### src/design/abgf_pkg.sv
`timescale 1ns / 1ps
`default_nettype none
package abgf_pkg;

    localparam int SPEED_FRAC_BITS_DEF = 8;

    localparam int KELVIN_CENTI     = 27315;
    localparam int REF_KELVIN_CENTI = 28815;
    localparam int KI_DIVISOR       = 65536 * 1000;
    localparam int SINCE_MAX        = 131071;

    localparam int ACC_W  = 56;
    localparam int MA_W   = 36;
    localparam int MB_W   = 20;
    localparam int DIV_NW = 50;
    localparam int DIV_DW = 26;
    localparam int DIV_CW = 6;
    localparam int SQ_W   = 34;
    localparam int FAC_W  = 17;
    localparam int SPD_W  = 17;
    localparam int BARO_W = 19;
    localparam int WIDE_W = 58;

    localparam logic [15:0] RST_PERIOD   = 16'd1000;
    localparam logic [15:0] RST_KP       = 16'd655;
    localparam logic [15:0] RST_KI       = 16'd655;
    localparam logic [15:0] RST_GPS_TAU  = 16'd500;
    localparam logic [15:0] RST_BARO_TAU = 16'd1000;
    localparam logic [15:0] RST_HOLD     = 16'd1000;
    localparam logic [10:0] RST_OFFSET   = 11'd500;

    typedef enum logic [2:0] {
        CFG_GPS_ONLY  = 3'd0,
        CFG_PERIOD    = 3'd1,
        CFG_KP        = 3'd2,
        CFG_KI        = 3'd3,
        CFG_GPS_TAU   = 3'd4,
        CFG_BARO_TAU  = 3'd5,
        CFG_HOLD      = 3'd6,
        CFG_OFFSET    = 3'd7
    } cfg_idx_t;

    typedef enum logic [4:0] {
        ST_IDLE,
        ST_FAC_DIV,
        ST_FAC_SQRT,
        ST_BARO_MUL,
        ST_BRANCH,
        ST_KI_MUL1,
        ST_KI_MUL2,
        ST_KI_DIV,
        ST_KP_MUL,
        ST_KP_FIN,
        ST_GLP_MUL1,
        ST_GLP_MUL2,
        ST_GLP_DIV,
        ST_CAS_DIV,
        ST_BLP_MUL1,
        ST_BLP_MUL2,
        ST_BLP_DIV,
        ST_OUT
    } state_t;

    function automatic logic signed [SPD_W-1:0] sat_speed(input logic signed [WIDE_W-1:0] v);
        logic signed [SPD_W-1:0] r;
        if (v > WIDE_W'(signed'(65535)))
            r = 17'sh0FFFF;
        else if (v < -WIDE_W'(signed'(65536)))
            r = 17'sh10000;
        else
            r = v[SPD_W-1:0];
        return r;
    endfunction

endpackage
`default_nettype wire

### src/design/abgf_in_if.sv
`timescale 1ns / 1ps
`default_nettype none
interface abgf_in_if;
    logic               valid;
    logic               ready;
    logic        [15:0] elapsed_ms;
    logic        [15:0] cas_sensor;
    logic               sensor_present;
    logic signed [14:0] temperature_centi;
    logic               gps_ready;
    logic signed [15:0] gps_speed_in;

    modport source (output valid, elapsed_ms, cas_sensor, sensor_present,
                    temperature_centi, gps_ready, gps_speed_in, input ready);
    modport sink (input valid, elapsed_ms, cas_sensor, sensor_present,
                  temperature_centi, gps_ready, gps_speed_in, output ready);
endinterface
`default_nettype wire

### src/design/abgf_out_if.sv
`timescale 1ns / 1ps
`default_nettype none
interface abgf_out_if;
    logic               valid;
    logic               ready;
    logic signed [16:0] true_speed;
    logic signed [16:0] calibrated_speed;
    logic signed [15:0] gps_speed_out;
    logic               gps_used;
    logic               sensor_connected;

    modport source (output valid, true_speed, calibrated_speed, gps_speed_out,
                    gps_used, sensor_connected, input ready);
    modport sink (input valid, true_speed, calibrated_speed, gps_speed_out,
                  gps_used, sensor_connected, output ready);
endinterface
`default_nettype wire

### src/design/airspeed_baro_gps_fusion_core.sv
// Airspeed fusion core: pressure-sensor airspeed corrected to true airspeed and
// blended with a GPS airspeed estimate.
// The sample channel carries one loop pass per beat; the result channel
// returns exactly one beat for every sample beat, in order.
// Configuration is a plain write port (cfg_we, cfg_index, cfg_data). The user
// must see that it is written only while no sample is in flight; the core does
// not enforce this. A sample is taken only when the core is idle. It then runs
// a small sequencer around one shared 36 x 20 multiplier, one restoring divider
// (50 quotient bits) and one square root unit. Which steps run depends on the
// path: neither filter, the baro low-pass, the bias correction, or GPS alone
// setting the speed.
// The next sample can be taken in the cycle after the result beat.
// The result beat is held until the receiver takes it; while it waits no new
// sample is taken.
// Reset clears the filter state and loads the default configuration; the core
// is ready for a sample as soon as reset is released.
`timescale 1ns / 1ps
`default_nettype none
module airspeed_baro_gps_fusion_core #(
    parameter int SPEED_FRAC_BITS = abgf_pkg::SPEED_FRAC_BITS_DEF
) (
    input  wire logic        clk,
    input  wire logic        rst_n,
    input  wire logic        cfg_we,
    input  wire logic [2:0]  cfg_index,
    input  wire logic [15:0] cfg_data,
    abgf_in_if.sink          sample,
    abgf_out_if.source       result
);
    import abgf_pkg::*;

    localparam int ITERM_W = SPEED_FRAC_BITS + 4;

    logic        gps_only_reg;
    logic [15:0] period_reg, kp_reg, ki_reg, gps_tau_reg, baro_tau_reg, hold_reg;
    logic [10:0] offset_reg;

    state_t state_reg, state_next;

    logic signed [SPD_W-1:0]   tas_reg, tas_next, cas_reg, cas_next;
    logic signed [15:0]        gps_spd_reg, gps_spd_next;
    logic signed [ITERM_W-1:0] iterm_reg, iterm_next;
    logic                      pending_reg, pending_next;
    logic [16:0]               since_reg, since_next;

    logic [15:0]               dt_reg, dt_next, cas_in_reg, cas_in_next;
    logic signed [15:0]        gps_in_reg, gps_in_next;
    logic                      conn_reg, conn_next, used_reg, used_next;
    logic signed [BARO_W-1:0]  baro_reg, baro_next;
    logic [FAC_W-1:0]          fac_reg, fac_next;
    logic signed [ACC_W-1:0]   acc_reg, acc_next;

    logic                      div_run_reg, div_run_next, div_neg_reg, div_neg_next;
    logic [DIV_CW-1:0]         div_cnt_reg, div_cnt_next;
    logic [DIV_NW-1:0]         div_num_reg, div_num_next;
    logic [DIV_DW:0]           div_rem_reg, div_rem_next;
    logic [DIV_DW-1:0]         div_den_reg, div_den_next;

    logic [SQ_W-1:0]           sq_x_reg, sq_x_next, sq_r_reg, sq_r_next;
    logic [SQ_W-1:0]           sq_bit_reg, sq_bit_next;

    logic signed [MA_W-1:0]    mul_a;
    logic signed [MB_W-1:0]    mul_b;
    logic signed [ACC_W-1:0]   mul_p;

    logic                      is_div, div_done, consume, gps_pos;
    logic [16:0]               glp_den, blp_den;
    logic signed [MB_W-1:0]    err;
    logic [DIV_DW-1:0]         den_sel, half_sel;
    logic [ACC_W-1:0]          acc_mag;
    logic signed [DIV_NW:0]    div_q;
    logic [DIV_DW:0]           rem_sh;
    logic [SQ_W-1:0]           sq_t;
    logic signed [16:0]        tk;
    logic [17:0]               since_sum;
    logic [33:0]               baro_rnd;
    logic signed [WIDE_W-1:0]  it_sum, it_lim, kp_sum;
    logic [ACC_W-1:0]          kp_rnd;
    logic signed [SPD_W-1:0]   q_sat;

    assign glp_den  = {1'b0, period_reg} + {1'b0, gps_tau_reg};
    assign blp_den  = {1'b0, dt_reg} + {1'b0, baro_tau_reg};
    assign err      = MB_W'(gps_in_reg) - MB_W'(baro_reg);
    assign consume  = pending_reg && (gps_only_reg || (since_reg > {1'b0, hold_reg}));
    assign gps_pos  = gps_in_reg > 16'sd0;
    assign is_div   = (state_reg == ST_FAC_DIV) || (state_reg == ST_KI_DIV) ||
                      (state_reg == ST_GLP_DIV) || (state_reg == ST_CAS_DIV) ||
                      (state_reg == ST_BLP_DIV);
    assign div_done = is_div && div_run_reg && (div_cnt_reg == '0);
    assign mul_p    = ACC_W'(mul_a) * ACC_W'(mul_b);
    assign acc_mag  = acc_reg[ACC_W-1] ? ACC_W'(-acc_reg) : ACC_W'(acc_reg);
    assign div_q    = div_neg_reg ? -$signed({1'b0, div_num_reg}) : $signed({1'b0, div_num_reg});
    assign q_sat    = sat_speed(WIDE_W'(div_q));
    assign rem_sh   = {div_rem_reg[DIV_DW-1:0], div_num_reg[DIV_NW-1]};
    assign sq_t     = sq_r_reg + sq_bit_reg;

    always_comb
    begin
        unique case (state_reg)
            ST_FAC_DIV:  den_sel = DIV_DW'(REF_KELVIN_CENTI);
            ST_KI_DIV:   den_sel = DIV_DW'(KI_DIVISOR);
            ST_GLP_DIV:  den_sel = DIV_DW'(glp_den);
            ST_CAS_DIV:  den_sel = DIV_DW'(fac_reg);
            ST_BLP_DIV:  den_sel = DIV_DW'(blp_den);
            default:     den_sel = DIV_DW'(1);
        endcase
        half_sel = (state_reg == ST_FAC_DIV) ? '0 : (den_sel >> 1);
    end

    always_comb
    begin
        unique case (state_reg)
            ST_BARO_MUL:
            begin
                mul_a = MA_W'($signed({1'b0, cas_in_reg}));
                mul_b = MB_W'($signed({1'b0, fac_reg}));
            end
            ST_KI_MUL1:
            begin
                mul_a = MA_W'($signed({1'b0, ki_reg}));
                mul_b = err;
            end
            ST_KI_MUL2:
            begin
                mul_a = acc_reg[MA_W-1:0];
                mul_b = MB_W'($signed({1'b0, dt_reg}));
            end
            ST_KP_MUL:
            begin
                mul_a = MA_W'($signed({1'b0, kp_reg}));
                mul_b = err;
            end
            ST_GLP_MUL1:
            begin
                mul_a = MA_W'(gps_in_reg);
                mul_b = MB_W'($signed({1'b0, period_reg}));
            end
            ST_GLP_MUL2:
            begin
                mul_a = MA_W'(tas_reg);
                mul_b = MB_W'($signed({1'b0, gps_tau_reg}));
            end
            ST_BLP_MUL1:
            begin
                mul_a = MA_W'(baro_reg);
                mul_b = MB_W'($signed({1'b0, dt_reg}));
            end
            ST_BLP_MUL2:
            begin
                mul_a = MA_W'(tas_reg);
                mul_b = MB_W'($signed({1'b0, baro_tau_reg}));
            end
            default:
            begin
                mul_a = '0;
                mul_b = '0;
            end
        endcase
    end

    always_comb
    begin
        state_next = state_reg;
        unique case (state_reg)
            ST_IDLE:     if (sample.valid) state_next = ST_FAC_DIV;
            ST_FAC_DIV:  if (div_done) state_next = ST_FAC_SQRT;
            ST_FAC_SQRT: if (sq_bit_reg == '0) state_next = ST_BARO_MUL;
            ST_BARO_MUL: state_next = ST_BRANCH;
            ST_BRANCH:
            begin
                priority if (consume && gps_pos)
                begin
                    if (conn_reg)
                        state_next = ST_KI_MUL1;
                    else if (glp_den == '0)
                        state_next = ST_CAS_DIV;
                    else
                        state_next = ST_GLP_MUL1;
                end
                else if (conn_reg && (blp_den != '0))
                    state_next = ST_BLP_MUL1;
                else
                    state_next = ST_OUT;
            end
            ST_KI_MUL1:  state_next = ST_KI_MUL2;
            ST_KI_MUL2:  state_next = ST_KI_DIV;
            ST_KI_DIV:   if (div_done) state_next = ST_KP_MUL;
            ST_KP_MUL:   state_next = ST_KP_FIN;
            ST_KP_FIN:   state_next = ST_OUT;
            ST_GLP_MUL1: state_next = ST_GLP_MUL2;
            ST_GLP_MUL2: state_next = ST_GLP_DIV;
            ST_GLP_DIV:  if (div_done) state_next = ST_CAS_DIV;
            ST_CAS_DIV:  if (div_done) state_next = ST_OUT;
            ST_BLP_MUL1: state_next = ST_BLP_MUL2;
            ST_BLP_MUL2: state_next = ST_BLP_DIV;
            ST_BLP_DIV:  if (div_done) state_next = ST_OUT;
            ST_OUT:      if (result.ready) state_next = ST_IDLE;
            default:     state_next = ST_IDLE;
        endcase
    end

    always_comb
    begin
        tas_next     = tas_reg;
        cas_next     = cas_reg;
        gps_spd_next = gps_spd_reg;
        iterm_next   = iterm_reg;
        pending_next = pending_reg;
        since_next   = since_reg;
        dt_next      = dt_reg;
        cas_in_next  = cas_in_reg;
        gps_in_next  = gps_in_reg;
        conn_next    = conn_reg;
        used_next    = used_reg;
        baro_next    = baro_reg;
        fac_next     = fac_reg;
        acc_next     = acc_reg;
        div_run_next = div_run_reg;
        div_neg_next = div_neg_reg;
        div_cnt_next = div_cnt_reg;
        div_num_next = div_num_reg;
        div_rem_next = div_rem_reg;
        div_den_next = div_den_reg;
        sq_x_next    = sq_x_reg;
        sq_r_next    = sq_r_reg;
        sq_bit_next  = sq_bit_reg;

        since_sum = {1'b0, since_reg} + {2'b0, sample.elapsed_ms};
        tk = 17'(sample.temperature_centi) - $signed({6'b0, offset_reg}) +
             17'sd27315;
        baro_rnd = acc_reg[33:0] + 34'd32768;
        it_sum = WIDE_W'(iterm_reg) + WIDE_W'(div_q);
        it_lim = WIDE_W'(signed'(5)) <<< SPEED_FRAC_BITS;
        kp_rnd = (acc_mag + ACC_W'(32768)) >> 16;
        kp_sum = WIDE_W'(baro_reg) +
                 (acc_reg[ACC_W-1] ? -WIDE_W'($signed({1'b0, kp_rnd}))
                                   : WIDE_W'($signed({1'b0, kp_rnd})));

        if (is_div)
        begin
            if (!div_run_reg)
            begin
                div_run_next = 1'b1;
                div_cnt_next = DIV_CW'(DIV_NW);
                div_num_next = acc_mag[DIV_NW-1:0] + DIV_NW'(half_sel);
                div_den_next = den_sel;
                div_neg_next = acc_reg[ACC_W-1];
                div_rem_next = '0;
            end
            else if (div_cnt_reg != '0)
            begin
                div_cnt_next = div_cnt_reg - 1'b1;
                if (rem_sh >= {1'b0, div_den_reg})
                begin
                    div_rem_next = rem_sh - {1'b0, div_den_reg};
                    div_num_next = {div_num_reg[DIV_NW-2:0], 1'b1};
                end
                else
                begin
                    div_rem_next = rem_sh;
                    div_num_next = {div_num_reg[DIV_NW-2:0], 1'b0};
                end
            end
            else
            begin
                div_run_next = 1'b0;
            end
        end

        unique case (state_reg)
            ST_IDLE:
            begin
                if (sample.valid)
                begin
                    dt_next      = sample.elapsed_ms;
                    cas_in_next  = sample.cas_sensor;
                    gps_in_next  = sample.gps_speed_in;
                    conn_next    = sample.sensor_present && !gps_only_reg;
                    used_next    = 1'b0;
                    pending_next = pending_reg | sample.gps_ready;
                    since_next   = (since_sum > 18'(SINCE_MAX)) ? 17'(SINCE_MAX)
                                                               : since_sum[16:0];
                    acc_next     = (tk < 17'sd1) ? (ACC_W'(1) <<< 32)
                                                 : (ACC_W'(tk) <<< 32);
                end
            end
            ST_FAC_DIV:
            begin
                if (div_done)
                begin
                    sq_x_next   = div_num_reg[SQ_W-1:0];
                    sq_r_next   = '0;
                    sq_bit_next = SQ_W'(1) << 32;
                end
            end
            ST_FAC_SQRT:
            begin
                if (sq_bit_reg != '0)
                begin
                    if (sq_x_reg >= sq_t)
                    begin
                        sq_x_next = sq_x_reg - sq_t;
                        sq_r_next = (sq_r_reg >> 1) + sq_bit_reg;
                    end
                    else
                    begin
                        sq_r_next = sq_r_reg >> 1;
                    end
                    sq_bit_next = sq_bit_reg >> 2;
                end
                else
                begin
                    fac_next = (sq_r_reg == '0) ? FAC_W'(1) : sq_r_reg[FAC_W-1:0];
                end
            end
            ST_BARO_MUL:
            begin
                acc_next = mul_p;
            end
            ST_BRANCH:
            begin
                baro_next = gps_only_reg ? '0 :
                            ($signed({1'b0, baro_rnd[33:16]}) + BARO_W'(iterm_reg));
                if (conn_reg)
                    cas_next = $signed({1'b0, cas_in_reg});
                if (consume)
                begin
                    pending_next = 1'b0;
                    since_next   = '0;
                    used_next    = gps_pos;
                    if (gps_pos)
                    begin
                        gps_spd_next = gps_in_reg;
                        if (!conn_reg && (glp_den == '0))
                        begin
                            tas_next = SPD_W'(gps_in_reg);
                            acc_next = ACC_W'(gps_in_reg) <<< 16;
                        end
                    end
                end
            end
            ST_KI_MUL1, ST_KI_MUL2, ST_KP_MUL, ST_GLP_MUL1, ST_BLP_MUL1:
            begin
                acc_next = mul_p;
            end
            ST_GLP_MUL2, ST_BLP_MUL2:
            begin
                acc_next = acc_reg + mul_p;
            end
            ST_KI_DIV:
            begin
                if (div_done)
                begin
                    if (it_sum > it_lim)
                        iterm_next = ITERM_W'(it_lim);
                    else if (it_sum < -it_lim)
                        iterm_next = ITERM_W'(-it_lim);
                    else
                        iterm_next = ITERM_W'(it_sum);
                end
            end
            ST_KP_FIN:
            begin
                tas_next = sat_speed(kp_sum);
            end
            ST_GLP_DIV:
            begin
                if (div_done)
                begin
                    tas_next = q_sat;
                    acc_next = ACC_W'(q_sat) <<< 16;
                end
            end
            ST_CAS_DIV:
            begin
                if (div_done)
                    cas_next = q_sat;
            end
            ST_BLP_DIV:
            begin
                if (div_done)
                    tas_next = q_sat;
            end
            default:
            begin
            end
        endcase
    end

    always_ff @(posedge clk or negedge rst_n)
    begin
        if (!rst_n)
        begin
            gps_only_reg <= 1'b0;
            period_reg   <= RST_PERIOD;
            kp_reg       <= RST_KP;
            ki_reg       <= RST_KI;
            gps_tau_reg  <= RST_GPS_TAU;
            baro_tau_reg <= RST_BARO_TAU;
            hold_reg     <= RST_HOLD;
            offset_reg   <= RST_OFFSET;
        end
        else if (cfg_we)
        begin
            unique case (cfg_idx_t'(cfg_index))
                CFG_GPS_ONLY: gps_only_reg <= cfg_data[0];
                CFG_PERIOD:   period_reg   <= cfg_data;
                CFG_KP:       kp_reg       <= cfg_data;
                CFG_KI:       ki_reg       <= cfg_data;
                CFG_GPS_TAU:  gps_tau_reg  <= cfg_data;
                CFG_BARO_TAU: baro_tau_reg <= cfg_data;
                CFG_HOLD:     hold_reg     <= cfg_data;
                CFG_OFFSET:   offset_reg   <= cfg_data[10:0];
                default:      ;
            endcase
        end
    end

    always_ff @(posedge clk or negedge rst_n)
    begin
        if (!rst_n)
        begin
            state_reg   <= ST_IDLE;
            tas_reg     <= '0;
            cas_reg     <= '0;
            gps_spd_reg <= '0;
            iterm_reg   <= '0;
            pending_reg <= 1'b0;
            since_reg   <= '0;
            div_run_reg <= 1'b0;
            div_cnt_reg <= '0;
            sq_bit_reg  <= '0;
        end
        else
        begin
            state_reg   <= state_next;
            tas_reg     <= tas_next;
            cas_reg     <= cas_next;
            gps_spd_reg <= gps_spd_next;
            iterm_reg   <= iterm_next;
            pending_reg <= pending_next;
            since_reg   <= since_next;
            div_run_reg <= div_run_next;
            div_cnt_reg <= div_cnt_next;
            sq_bit_reg  <= sq_bit_next;
        end
    end

    always_ff @(posedge clk)
    begin
        dt_reg      <= dt_next;
        cas_in_reg  <= cas_in_next;
        gps_in_reg  <= gps_in_next;
        conn_reg    <= conn_next;
        used_reg    <= used_next;
        baro_reg    <= baro_next;
        fac_reg     <= fac_next;
        acc_reg     <= acc_next;
        div_neg_reg <= div_neg_next;
        div_num_reg <= div_num_next;
        div_rem_reg <= div_rem_next;
        div_den_reg <= div_den_next;
        sq_x_reg    <= sq_x_next;
        sq_r_reg    <= sq_r_next;
    end

    assign sample.ready            = (state_reg == ST_IDLE);
    assign result.valid            = (state_reg == ST_OUT);
    assign result.true_speed       = tas_reg;
    assign result.calibrated_speed = cas_reg;
    assign result.gps_speed_out    = gps_spd_reg;
    assign result.gps_used         = used_reg;
    assign result.sensor_connected = conn_reg;

endmodule
`default_nettype wire

### src/flat_wrapper.sv
// flat-port wrapper written by rule: the top's interface ports become plain ports
module airspeed_baro_gps_fusion_core_flat import abgf_pkg::*;
#(
    parameter int SPEED_FRAC_BITS = abgf_pkg::SPEED_FRAC_BITS_DEF
)
  (clk, rst_n, cfg_we, cfg_index, cfg_data, sample_valid, sample_elapsed_ms, sample_cas_sensor, sample_sensor_present, sample_temperature_centi, sample_gps_ready, sample_gps_speed_in, sample_ready, result_valid, result_true_speed, result_calibrated_speed, result_gps_speed_out, result_gps_used, result_sensor_connected, result_ready);
  abgf_in_if sample_i ();
  abgf_out_if result_i ();
  input  wire logic clk;
  input  wire logic rst_n;
  input  wire logic cfg_we;
  input  wire logic [2:0] cfg_index;
  input  wire logic [15:0] cfg_data;
  input wire logic [$bits(sample_i.valid)-1:0] sample_valid;
  input wire logic [$bits(sample_i.elapsed_ms)-1:0] sample_elapsed_ms;
  input wire logic [$bits(sample_i.cas_sensor)-1:0] sample_cas_sensor;
  input wire logic [$bits(sample_i.sensor_present)-1:0] sample_sensor_present;
  input wire logic [$bits(sample_i.temperature_centi)-1:0] sample_temperature_centi;
  input wire logic [$bits(sample_i.gps_ready)-1:0] sample_gps_ready;
  input wire logic [$bits(sample_i.gps_speed_in)-1:0] sample_gps_speed_in;
  output wire logic [$bits(sample_i.ready)-1:0] sample_ready;
  output wire logic [$bits(result_i.valid)-1:0] result_valid;
  output wire logic [$bits(result_i.true_speed)-1:0] result_true_speed;
  output wire logic [$bits(result_i.calibrated_speed)-1:0] result_calibrated_speed;
  output wire logic [$bits(result_i.gps_speed_out)-1:0] result_gps_speed_out;
  output wire logic [$bits(result_i.gps_used)-1:0] result_gps_used;
  output wire logic [$bits(result_i.sensor_connected)-1:0] result_sensor_connected;
  input wire logic [$bits(result_i.ready)-1:0] result_ready;
  assign sample_i.valid = sample_valid;
  assign sample_i.elapsed_ms = sample_elapsed_ms;
  assign sample_i.cas_sensor = sample_cas_sensor;
  assign sample_i.sensor_present = sample_sensor_present;
  assign sample_i.temperature_centi = sample_temperature_centi;
  assign sample_i.gps_ready = sample_gps_ready;
  assign sample_i.gps_speed_in = sample_gps_speed_in;
  assign sample_ready = sample_i.ready;
  assign result_valid = result_i.valid;
  assign result_true_speed = result_i.true_speed;
  assign result_calibrated_speed = result_i.calibrated_speed;
  assign result_gps_speed_out = result_i.gps_speed_out;
  assign result_gps_used = result_i.gps_used;
  assign result_sensor_connected = result_i.sensor_connected;
  assign result_i.ready = result_ready;
  airspeed_baro_gps_fusion_core #(.SPEED_FRAC_BITS(SPEED_FRAC_BITS)) u_core (.clk(clk), .rst_n(rst_n), .cfg_we(cfg_we), .cfg_index(cfg_index), .cfg_data(cfg_data), .sample(sample_i), .result(result_i));
endmodule
### config.mk
export PLATFORM = sky130hd
export DESIGN_NAME = airspeed_baro_gps_fusion_core_flat
export DESIGN_NICKNAME = d
export VERILOG_FILES = /design/src/design/abgf_pkg.sv /design/src/design/abgf_in_if.sv /design/src/design/abgf_out_if.sv /design/src/design/airspeed_baro_gps_fusion_core.sv /design/src/flat_wrapper.sv
export SDC_FILE = /design/constraint.sdc
export NUM_CORES = 2
export LEC_CHECK = 0
export ABC_AREA = 1
export BUFFER_PORTS_ARGS = -buffer_cell sky130_fd_sc_hd__buf_2
export CAP_MARGIN = 20
export CORE_MARGIN = 3
export CORE_UTILIZATION = 55
export DETAILED_ROUTE_END_ITERATION = 8
export PLACE_DENSITY = 0.71
export SYNTH_ARGS = -nofsm -noshare
export SYNTH_HDL_FRONTEND = slang
export SYNTH_SLANG_ARGS = --single-unit
export TNS_END_PERCENT = 30
### constraint.sdc
create_clock -name clk -period 12 [get_ports clk]
set_input_delay 2.4 -clock clk [delete_from_list [all_inputs] [get_ports clk]]
set_output_delay 2.4 -clock clk [all_outputs]
set_load 0.005 [all_outputs]
==> impl_metrics.toml <==
[status]
status = "finished, final reports clean"

[pwr]
combPwrFrac_pct = 79.4
switchingPower_mw = 16.9
clkPwrFrac_pct = 6.7
power_leakage_nw = 43.2
p_total_mw = 28.9
p_sw_share_pct = 58.4
power.density_nw_per_um2 = 335
peakVddDrop_uv = 272
power.internal_mw = 12.0
power_frac_seq_pct = 13.8

[detailed_routing]
vias_per_cell = 5.89
drc = 0
ant_nets = 0
initialDrtViolationCount = 8442
detail_route.wl_per_cell_um = 23.7
routed-via-count = 78100
dr.pass1.iters = 9
finalWirelength_um = 314000

[clock_network]
cts_buffers = 56
clock_path_buffers = 3
clkSinkCount = 522
cts-root-buf = "clkbuf_16"
tritoncts = "yes"
h-tree-depth = 2
cts_hold_buf = 0
clk_pin_slew_ns = 0.07
clk_latency_ns = 0.67

[die]
io-pin-count = 143
num_rows = 137
die_area_sq_um = 146000
fp.dieH_um = 382
initial_utilization_pct = 55.5
fp.coreArea_sq_um = 140000
die_width_um = 382

[synthesis]
synth-seq-cells = 522
yosysTopAreaCellShare_pct = 18.6
synthMuxAreaShare_pct = 0
synth_compound_area_share_pct = 12.5
async_flop_share_pct = 41.6
yosysMostFrequentCell = "nand2_1"
synth.area.top_cells = "fa_1 (19%), nand2_1 (12%), edfxtp_1 (12%)"
yosysTopAreaCell = "fa_1"
synth_fa_ha_area_share_pct = 27.3
synth_top_family_by_area = "adder cells"
yosysWarnings = 0
syn_inst = 10900
synth.avg_cell_area_sq_um = 7.16
seq_area_frac_synth_pct = 18.9
netlist-cell-type-count = 72
synth_area_sq_um = 77700
synth_ff_type = "edfxtp_1"
synth_edf_count = 305
yosys-top-cells-count = "nand2_1 (2489), inv_1 (1932), nor2_1 (1195)"
synth_xor_area_share_pct = 4.93
synth_simple_gate_area_share_pct = 25.6

[timing]
worst_slack_ns = 0.314
slew_headroom_pct = 23.6
hold_violations = 0
finalMaxSlewViolations = 0
final.setup.tns_ns = 0
setup_viol = 0
timing.fmax_mhz = 85.6
holdWs_ns = 0.488
period_needed_ns = 11.69
final.period_utilization_pct = 97.4
rsz0062_at_grt = "yes"
worstMarginPinSlew_ns = 1.14
fin_worst_skew_ns = 0.0485

[layout]
largest_register_ffs = 56
drive_above_1_share_pct = 9.46
final_area_sq_um = 86100
fillers = 13000
layout.nets = 12700
fin_cells = 13300
fin_util_pct = 61.6
syn_to_final_growth_pct = 10.9

[worst_setup_path]
crit_slowest_cell = "nor4_2"
path_class = "register to register"
arrival_ns = 12.06
cp.required_ns = 12.38
cp_top_family = "adder cells"
cp_num_buf_inv = 13
critPathMaxStageDelay_ns = 0.85
end_kind = "register"
path_max_fanout = 10
crit_path_start_kind = "register"

[global_routing]
overflow = 0
grt_pass1_vias = 76800
grt_pass1_wl_um = 467000
antenna_found_initial = 16
grt_max_degree = 85
grt.total_usage_pct = 42.4

[placement]
io_buffer_count = 142
place_hpwl_um = 263000
postPlaceCellArea_sq_um = 83700
place.gp.congestion = 1.13
place_inst = 13100
dp_slack_ns = 0.213

[flow_run]
drv_cap = 0

[hold_path]
min_path_type = "register to register"
## tightest hold or removal path, stage by stage, from the launching register on
cell	delay [ns]
dfrtp_1	0.34
nand2_1	0.05
o21ai_0	0.06
## cells in the final DEF (no fill, tap or decap), types with 305 or more instances in the layout
cell	n
a21oi_1	626
nor2_1	1182
o21ai_0	605
inv_1	1927
nand2_1	2487
fa_1	717
nand3_1	417
edfxtp_1	305
buf_4	439
ha_1	540
xor2_1	306
## power by group through the flow
| stage | logic [mW] | clock network, mW | registers, mW |
|---|---|---|---|
| floorplan | 13.9 | 0 | 3.43 |
| global placement | 21.9 | 0 | 3.92 |
| detailed placement | 22.1 | 0 | 3.93 |
| CTS | 22.3 | 1.94 | 3.91 |
| global route | 25.0 | 2.00 | 4.00 |
| finish | 22.9 | 1.93 | 4.00 |
## final cells by class
| type | instances | area, sq um | area share, % |
|---|---|---|---|
| Sequential cell | 522 | 14600 | 17.0 |
| Clock inverter | 36 | 497 | 0.577 |
| Timing Repair Buffer | 607 | 4500 | 5.22 |
| Multi-Input combinational cell | 8164 | 55200 | 64.1 |
| Clock buffer | 70 | 1510 | 1.76 |
| Timing Repair inverter | 1 | 7.51 | 0.00872 |
| Inverter | 1972 | 7410 | 8.61 |
| Tap cell | 1876 | 2350 | 2.73 |
| Antenna cell | 5 | 12.5 | 0.0145 |
## what timing repair did
action | 4_1_cts | 5_1_grt
endpoints found under the setup margin | 0 | 24
resized for setup | 0 | 68
setup buffers | 0 | 12
## routing by layer
layer / wire (um) / global-route usage (%) / up-vias
li1: - / - / 35500
met3: 31600 / 8.39 / 996
met5: 71 / 0 / -
met1: 117000 / 52.9 / 37300
met2: 140000 / 67.5 / 4291
met4: 25300 / 26.9 / 12
## worst paths after layout
check                                           startpoint                               end  slack [ns]  depth (start not counted)
max                        u_core.state_reg[4]$_DFFE_PN0P_      u_core.acc_reg[45]$_DFFE_PP_        0.31                         45
min in group asynchronous                            rst_n   u_core.since_reg[7]$_DFFE_PN0P_        1.72                          1
min reg2reg                 u_core.hold_reg[4]$_DFFE_PN0P_    u_core.hold_reg[4]$_DFFE_PN0P_        0.49                          2
max in group asynchronous                            rst_n  u_core.iterm_reg[11]$_DFFE_PN0P_        8.25                          4
min                         u_core.hold_reg[4]$_DFFE_PN0P_    u_core.hold_reg[4]$_DFFE_PN0P_        0.49                          2
max reg2reg                u_core.state_reg[4]$_DFFE_PN0P_      u_core.acc_reg[45]$_DFFE_PP_        0.31                         45
## kinds of logic after synthesis
| logic type | count (synthesis) |
|---|---|
| xor+xnor | 436 |
| compound gates | 1714 |
| other cells | 2 |
| fa+ha+maj | 1261 |
| flops | 522 |
| simple gates | 4689 |
| buf+inv | 2231 |
Note: power is estimated with default switching activity, not from simulation.
